===== src/hw/rtl/lcg_rrd_pkg.sv =====
// Package for the LCG range draw block: payload types and fixed constants.
`timescale 1ns / 1ps

package lcg_rrd_pkg;

    localparam int SEED_W = 31;
    localparam int DATA_W = 32;
    localparam int PCT_W  = 7;

    localparam logic [SEED_W-1:0] LCG_MUL    = 31'd1103515245;
    localparam logic [SEED_W-1:0] LCG_ADD    = 31'd12345;
    localparam logic [SEED_W-1:0] SEED_RESET = 31'd1;
    localparam logic [PCT_W-1:0]  PCT_MAX    = 7'd100;

    localparam logic OP_RANGE = 1'b0;
    localparam logic OP_PROB  = 1'b1;

    localparam logic REG_SEED_START = 1'b0;

    typedef struct packed {
        logic              op;
        logic [DATA_W-1:0] range_min;
        logic [DATA_W-1:0] range_max;
        logic [PCT_W-1:0]  percent;
    } in_t;

    typedef struct packed {
        logic [DATA_W-1:0] value;
        logic              hit;
        logic              empty_range;
    } out_t;

endpackage


===== src/hw/rtl/lcg_random_range_draw.sv =====
// Top level of the LCG range draw block: seed update, shared restoring divider, APB seed register.
`timescale 1ns / 1ps

// Steps from input transfer to result valid: 1 seed update, 31 divider steps, 1 result
// load; an empty range draw goes from the seed update straight to the result load.
// The 31-step restoring divider bounds throughput: a new item is taken only while idle, after
// the previous result is loaded. A finished result waits in the output register while the next
// item is taken; a result not yet taken holds the block in its done state.
// Reset (aresetn low, synchronous): seed and seed_start return to 1, channels go idle.
module lcg_random_range_draw (
    input  logic                 aclk,
    input  logic                 aresetn,
    input  logic                 s_valid,
    output logic                 s_ready,
    input  lcg_rrd_pkg::in_t     s_payload,
    output logic                 m_valid,
    input  logic                 m_ready,
    output lcg_rrd_pkg::out_t    m_payload,
    input  logic                 psel,
    input  logic                 penable,
    input  logic                 pwrite,
    input  logic [2:0]           paddr,
    input  logic [31:0]          pwdata,
    output logic [31:0]          prdata,
    output logic                 pready
);

    typedef enum logic [1:0] {
        ST_IDLE,
        ST_SEED,
        ST_DIV,
        ST_DONE
    } state_t;

    localparam int CNT_W = $clog2(lcg_rrd_pkg::SEED_W);
    localparam logic [CNT_W-1:0] CNT_LAST = CNT_W'(lcg_rrd_pkg::SEED_W - 1);

    state_t                              state_reg, state_next;
    logic [lcg_rrd_pkg::SEED_W-1:0]      seed_reg, seed_next;
    logic [lcg_rrd_pkg::SEED_W-1:0]      seed_start_reg, seed_start_next;
    logic [lcg_rrd_pkg::DATA_W-1:0]      div_d_reg, div_d_next;
    logic [lcg_rrd_pkg::DATA_W-1:0]      rem_reg, rem_next;
    logic [lcg_rrd_pkg::SEED_W-1:0]      dvd_reg, dvd_next;
    logic [CNT_W-1:0]                    cnt_reg, cnt_next;
    logic                                op_reg, op_next;
    logic [lcg_rrd_pkg::DATA_W-1:0]      min_reg, min_next;
    logic [lcg_rrd_pkg::PCT_W-1:0]       pct_reg, pct_next;
    logic                                empty_reg, empty_next;
    logic                                m_valid_reg, m_valid_next;
    lcg_rrd_pkg::out_t                   m_payload_reg, m_payload_next;

    logic                                cfg_wr;
    logic [lcg_rrd_pkg::DATA_W-1:0]      span;
    logic [lcg_rrd_pkg::SEED_W-1:0]      prod;
    logic [lcg_rrd_pkg::SEED_W-1:0]      lcg_seed;
    logic [lcg_rrd_pkg::DATA_W:0]        trial;
    logic [lcg_rrd_pkg::DATA_W:0]        trial_sub;

    assign pready  = 1'b1;
    assign s_ready = (state_reg == ST_IDLE);
    assign m_valid = m_valid_reg;
    assign m_payload = m_payload_reg;

    assign cfg_wr = psel && penable && pwrite && (paddr[2] == lcg_rrd_pkg::REG_SEED_START);
    assign prdata = (paddr[2] == lcg_rrd_pkg::REG_SEED_START) ? {1'b0, seed_start_reg} : 32'd0;

    assign span      = s_payload.range_max - s_payload.range_min;
    assign prod      = seed_reg * lcg_rrd_pkg::LCG_MUL;
    assign lcg_seed  = prod + lcg_rrd_pkg::LCG_ADD;
    assign trial     = {rem_reg, dvd_reg[lcg_rrd_pkg::SEED_W-1]};
    assign trial_sub = trial - {1'b0, div_d_reg};

    always_comb begin
        state_next      = state_reg;
        seed_next       = seed_reg;
        seed_start_next = seed_start_reg;
        div_d_next      = div_d_reg;
        rem_next        = rem_reg;
        dvd_next        = dvd_reg;
        cnt_next        = cnt_reg;
        op_next         = op_reg;
        min_next        = min_reg;
        pct_next        = pct_reg;
        empty_next      = empty_reg;
        m_valid_next    = m_valid_reg && !m_ready;
        m_payload_next  = m_payload_reg;

        if (cfg_wr) begin
            seed_start_next = pwdata[lcg_rrd_pkg::SEED_W-1:0];
            seed_next       = pwdata[lcg_rrd_pkg::SEED_W-1:0];
        end

        unique case (state_reg)
            ST_IDLE: begin
                if (s_valid) begin
                    op_next  = s_payload.op;
                    min_next = s_payload.range_min;
                    pct_next = (s_payload.percent > lcg_rrd_pkg::PCT_MAX) ?
                               lcg_rrd_pkg::PCT_MAX : s_payload.percent;
                    if (s_payload.op == lcg_rrd_pkg::OP_PROB) begin
                        div_d_next = lcg_rrd_pkg::DATA_W'(lcg_rrd_pkg::PCT_MAX);
                        empty_next = 1'b0;
                    end else begin
                        div_d_next = span;
                        empty_next = (span == '0);
                    end
                    state_next = ST_SEED;
                end
            end
            ST_SEED: begin
                seed_next  = lcg_seed;
                dvd_next   = lcg_seed;
                rem_next   = '0;
                cnt_next   = '0;
                state_next = empty_reg ? ST_DONE : ST_DIV;
            end
            ST_DIV: begin
                if (!trial_sub[lcg_rrd_pkg::DATA_W]) begin
                    rem_next = trial_sub[lcg_rrd_pkg::DATA_W-1:0];
                end else begin
                    rem_next = trial[lcg_rrd_pkg::DATA_W-1:0];
                end
                dvd_next = {dvd_reg[lcg_rrd_pkg::SEED_W-2:0], 1'b0};
                cnt_next = cnt_reg + 1'b1;
                if (cnt_reg == CNT_LAST) begin
                    state_next = ST_DONE;
                end
            end
            ST_DONE: begin
                if (!m_valid_reg || m_ready) begin
                    m_valid_next = 1'b1;
                    m_payload_next.empty_range = empty_reg;
                    if (op_reg == lcg_rrd_pkg::OP_PROB) begin
                        m_payload_next.value = '0;
                        m_payload_next.hit   = (rem_reg[lcg_rrd_pkg::PCT_W-1:0] < pct_reg);
                    end else begin
                        m_payload_next.hit   = 1'b0;
                        m_payload_next.value = empty_reg ? min_reg : rem_reg + min_reg;
                    end
                    state_next = ST_IDLE;
                end
            end
            default: state_next = ST_IDLE;
        endcase
    end

    always_ff @(posedge aclk) begin
        if (!aresetn) begin
            state_reg      <= ST_IDLE;
            seed_reg       <= lcg_rrd_pkg::SEED_RESET;
            seed_start_reg <= lcg_rrd_pkg::SEED_RESET;
            m_valid_reg    <= 1'b0;
            cnt_reg        <= '0;
            empty_reg      <= 1'b0;
        end else begin
            state_reg      <= state_next;
            seed_reg       <= seed_next;
            seed_start_reg <= seed_start_next;
            m_valid_reg    <= m_valid_next;
            cnt_reg        <= cnt_next;
            empty_reg      <= empty_next;
        end
        div_d_reg     <= div_d_next;
        rem_reg       <= rem_next;
        dvd_reg       <= dvd_next;
        op_reg        <= op_next;
        min_reg       <= min_next;
        pct_reg       <= pct_next;
        m_payload_reg <= m_payload_next;
    end

    // remainder ends below the divisor
    a_rem_lt_div: assert property (@(posedge aclk) disable iff (!aresetn)
        (state_reg == ST_DONE && !empty_reg) |-> (rem_reg < div_d_reg))
        else $error("divider remainder not below divisor");

    a_accept_seed: assert property (@(posedge aclk) disable iff (!aresetn)
        (s_valid && s_ready) |=> (state_reg == ST_SEED))
        else $error("transfer not followed by seed update");

    a_cnt_range: assert property (@(posedge aclk) disable iff (!aresetn)
        (state_reg == ST_DIV) |-> (cnt_reg <= CNT_LAST))
        else $error("divider step count out of range");

    a_hit_fields: assert property (@(posedge aclk) disable iff (!aresetn)
        (m_valid && m_payload.hit) |-> (m_payload.value == '0 && !m_payload.empty_range))
        else $error("hit with draw fields set");

endmodule

===== config.mk =====
export PLATFORM = sky130hd
export DESIGN_NAME = lcg_random_range_draw
export DESIGN_NICKNAME = d
export VERILOG_FILES = /design/src/hw/rtl/lcg_rrd_pkg.sv /design/src/hw/rtl/lcg_random_range_draw.sv
export SDC_FILE = /design/constraint.sdc
export NUM_CORES = 1
export LEC_CHECK = 0
export ABC_AREA = 1
export ABC_CLOCK_PERIOD_IN_PS = 7300
export BUFFER_PORTS_ARGS = -buffer_cell sky130_fd_sc_hd__buf_2
export CAP_MARGIN = 10
export CORE_ASPECT_RATIO = 1.25
export CORE_MARGIN = 2
export CORE_UTILIZATION = 55
export DETAILED_ROUTE_END_ITERATION = 12
export PLACE_DENSITY = 0.85
export SYNTH_ARGS = -nofsm -noshare
export SYNTH_HDL_FRONTEND = slang
export SYNTH_SLANG_ARGS = --single-unit

===== constraint.sdc =====
create_clock -name aclk -period 7.3 [get_ports aclk]
set_input_delay 0.365 -clock aclk [delete_from_list [all_inputs] [get_ports aclk]]
set_output_delay 0.365 -clock aclk [all_outputs]
set_load 0.1 [all_outputs]

==> metrics.yaml <==
status:
  status: "finished, final reports clean"
sta:
  tightestPinTransition_ns: 1.15
  finalCritPeriodShare: 0.928
  tns_ns: 0
  hold_violations: 0
  hold_slack_ns: 0.00789
  maxSlewViolCount: 0
  max_freq_mhz: 148
  finalClockSkew_ns: 0.0130
  rsz0062_at_grt: "no"
  setup_viol: 0
  layout_min_cycle_time_ns: 6.77
  maxSlewHeadroom: 0.235
  worst_slack_ns: 0.526
cells_and_area:
  largest_reg_flops: 34
  drive_gt1_frac: 0.0790
  layout_common_cells: "824 x inv_1, 632 x nand2_1, 302 x nor2_1"
  finish.utilization: 0.615
  syn_to_final_growth_pct: 10.1
  final_common_cell: "inv_1"
  fin_nets: 4041
setup_path:
  worst_ep_arrival_time_ns: 7.25
  worst-path-max-fanout: 5
  critPathKind: "reg2reg"
  crit_end: "seed_reg[25]$_SDFFE_PN0P_"
  r2r_setup_slack_ns: 0.53
  timing.rr.start: "seed_reg[6]$_SDFFE_PN0P_"
  start_kind: "flop"
  cp-end-kind: "flop"
  cp.required_ns: 7.78
  rr_endpoint: "seed_reg[25]$_SDFFE_PN0P_"
  startpoint: "seed_reg[6]$_SDFFE_PN0P_"
  ff2ff_path_depth: 27
synth:
  yosysWarnings: 0
  ys_types: 60
  synth_area_per_cell_sq_um: 7.73
  syn-cell-area_sq_um: 25200
  synth_area_leaders: "edfxtp_1 20%, ha_1 15%, fa_1 14%"
  seq_area_frac_synth: 0.258
  syn_nets: 3857
  ys_ff_latch: 240
  synth_top_cell_area_share: 0.201
  yosysTopAreaCell: "edfxtp_1"
  synthesis.instances: 3261
global_routing:
  grt_usage: 0.317
  antenna_found_initial: 0
  overflow: 0
  grt_pass1_wl_mm: 116
  grt_pass1_vias: 22200
  grt_max_degree: 74
floorplan:
  core-area_sq_um: 45200
  initial_core_util: 0.558
  fp-row-count: 87
  io-pin-count: 183
  die_w_um: 196
  die_h_um: 243
  dieArea_sq_um: 47600
clocking:
  htree_levels: 1
  clk_pin_slew_ns: 0.06
  cts_sinks: 240
  root_buffer: "clkbuf_16"
  clock_latency_ns: 0.59
  cts_buffers: 28
  cts_buffer_depth: 3
  cts_tree: "built"
  cts_setup_buffers: 0
placed_design:
  numPortBuffers: 177
  place_ws_ns: 0.513
  hpwl_mm: 62.8
  gp_congestion: 1.03
routing:
  drt_iter0_markers: 1189
  ant_nets: 0
  wl_per_cell_um: 18.6
  vias: 21700
  routed_wl_mm: 75.4
  drc: 0
  vias_per_cell: 5.35
  dr.pass1.iters: 8
worst_hold_path:
  min_path_type: "in2reg"
  min_path_cells: 1
flow_run:
  maxCapViolCount: 0
## per-layer routing
metal,vias up,track usage,share of wire
met5,-,0,0
met4,0,0.231,0.085
met3,255,0.0267,0.047
met2,734,0.591,0.51
met1,10100,0.333,0.35
li1,10500,-,-
## cells in the mapped netlist, drive strengths merged
| library cell | instances |
|---|---|
| a21boi | 6 |
| o22ai | 7 |
| nor3b | 1 |
| nand4 | 20 |
| o21a | 3 |
| o21ai | 120 |
| o311ai | 2 |
| xnor2 | 47 |
| nand2 | 640 |
| inv | 826 |
| fa | 181 |
| a21o | 18 |
| edfxtp | 169 |
| nor3 | 26 |
| a221oi | 3 |
| a21oi | 164 |
| nand3 | 115 |
| o2111a | 1 |
| xor2 | 57 |
| o31ai | 1 |
| ha | 301 |
| and2 | 7 |
| clkinv | 3 |
| nor4 | 6 |
| o21bai | 17 |
| o221ai | 5 |
| nand3b | 8 |
| a31oi | 32 |
| dfxtp | 71 |
| conb | 2 |
| a211oi | 2 |
| buf | 15 |
| o211ai | 28 |
| or2 | 5 |
| and3 | 2 |
| or3 | 1 |
| nor2 | 305 |
| o221a | 1 |
| clkbuf | 43 |
## kinds of logic after synthesis
logic type | synth area share
xor+xnor | 0.0361
buf+inv | 0.134
flops | 0.258
compound gates | 0.0959
other cells | 0.000298
fa+ha+maj | 0.293
simple gates | 0.183
## worst max-delay path, stage by stage (launching register included)
cell     delay (ns)
dfxtp_1        0.31
ha_1           0.39
xnor2_1        0.30
inv_1          0.12
ha_1           0.19
a21oi_1        0.30
fa_1           0.49
fa_1           0.55
inv_1          0.05
fa_1           0.49
inv_1          0.04
fa_1           0.47
inv_1          0.05
fa_1           0.52
inv_1          0.05
fa_1           0.52
inv_1          0.04
ha_1           0.35
a21oi_1        0.31
o21ai_0        0.15
a21oi_1        0.19
nand3_1        0.13
nand3_1        0.13
nand2_1        0.09
nand2_1        0.10
a21oi_1        0.09
o21ai_0        0.20
inv_1          0.05
## worst min-delay path by stage
stage                                         start                         endpoint  slack (ns)
floorplan            seed_start_reg[2]$_SDFFE_PN0P_   seed_start_reg[2]$_SDFFE_PN0P_        0.44
global placement    seed_start_reg[28]$_SDFFE_PN0P_  seed_start_reg[28]$_SDFFE_PN0P_        0.45
detailed placement   seed_start_reg[9]$_SDFFE_PN0P_   seed_start_reg[9]$_SDFFE_PN0P_        0.45
CTS                                   s_payload[61]            min_reg[22]$_DFFE_PP_       0.007
global route                          s_payload[61]            min_reg[22]$_DFFE_PP_       0.007
finish                                s_payload[61]            min_reg[22]$_DFFE_PP_       0.008
## through the flow
step | std cells | instance area (sq um)
after global placement | 3980 | 26700
final | 4046 | 27800
after global routing | 4045 | 27800
after CTS | 4045 | 27800
after detailed placement | 3980 | 26700
after floorplan | 3261 | 25200
## cell type report
| class | instances | area, sq um |
|---|---|---|
| Antenna cell | 1 | 2.50 |
| Clock buffer | 42 | 805 |
| Clock inverter | 10 | 88.8 |
| Fill cell | 4001 | 17400 |
| Inverter | 829 | 3110 |
| Multi-Input combinational cell | 2134 | 15400 |
| Sequential cell | 240 | 6500 |
| Tap cell | 578 | 723 |
| Timing Repair Buffer | 212 | 1180 |
## timing repair
item                                   CTS  global route
resized for setup                        0             0
endpoints found under the hold margin   13             0
hold buffers                            13             0
Power is not shown: default switching activity piles up to over one toggle a cycle in this logic, so the estimate is an artifact.
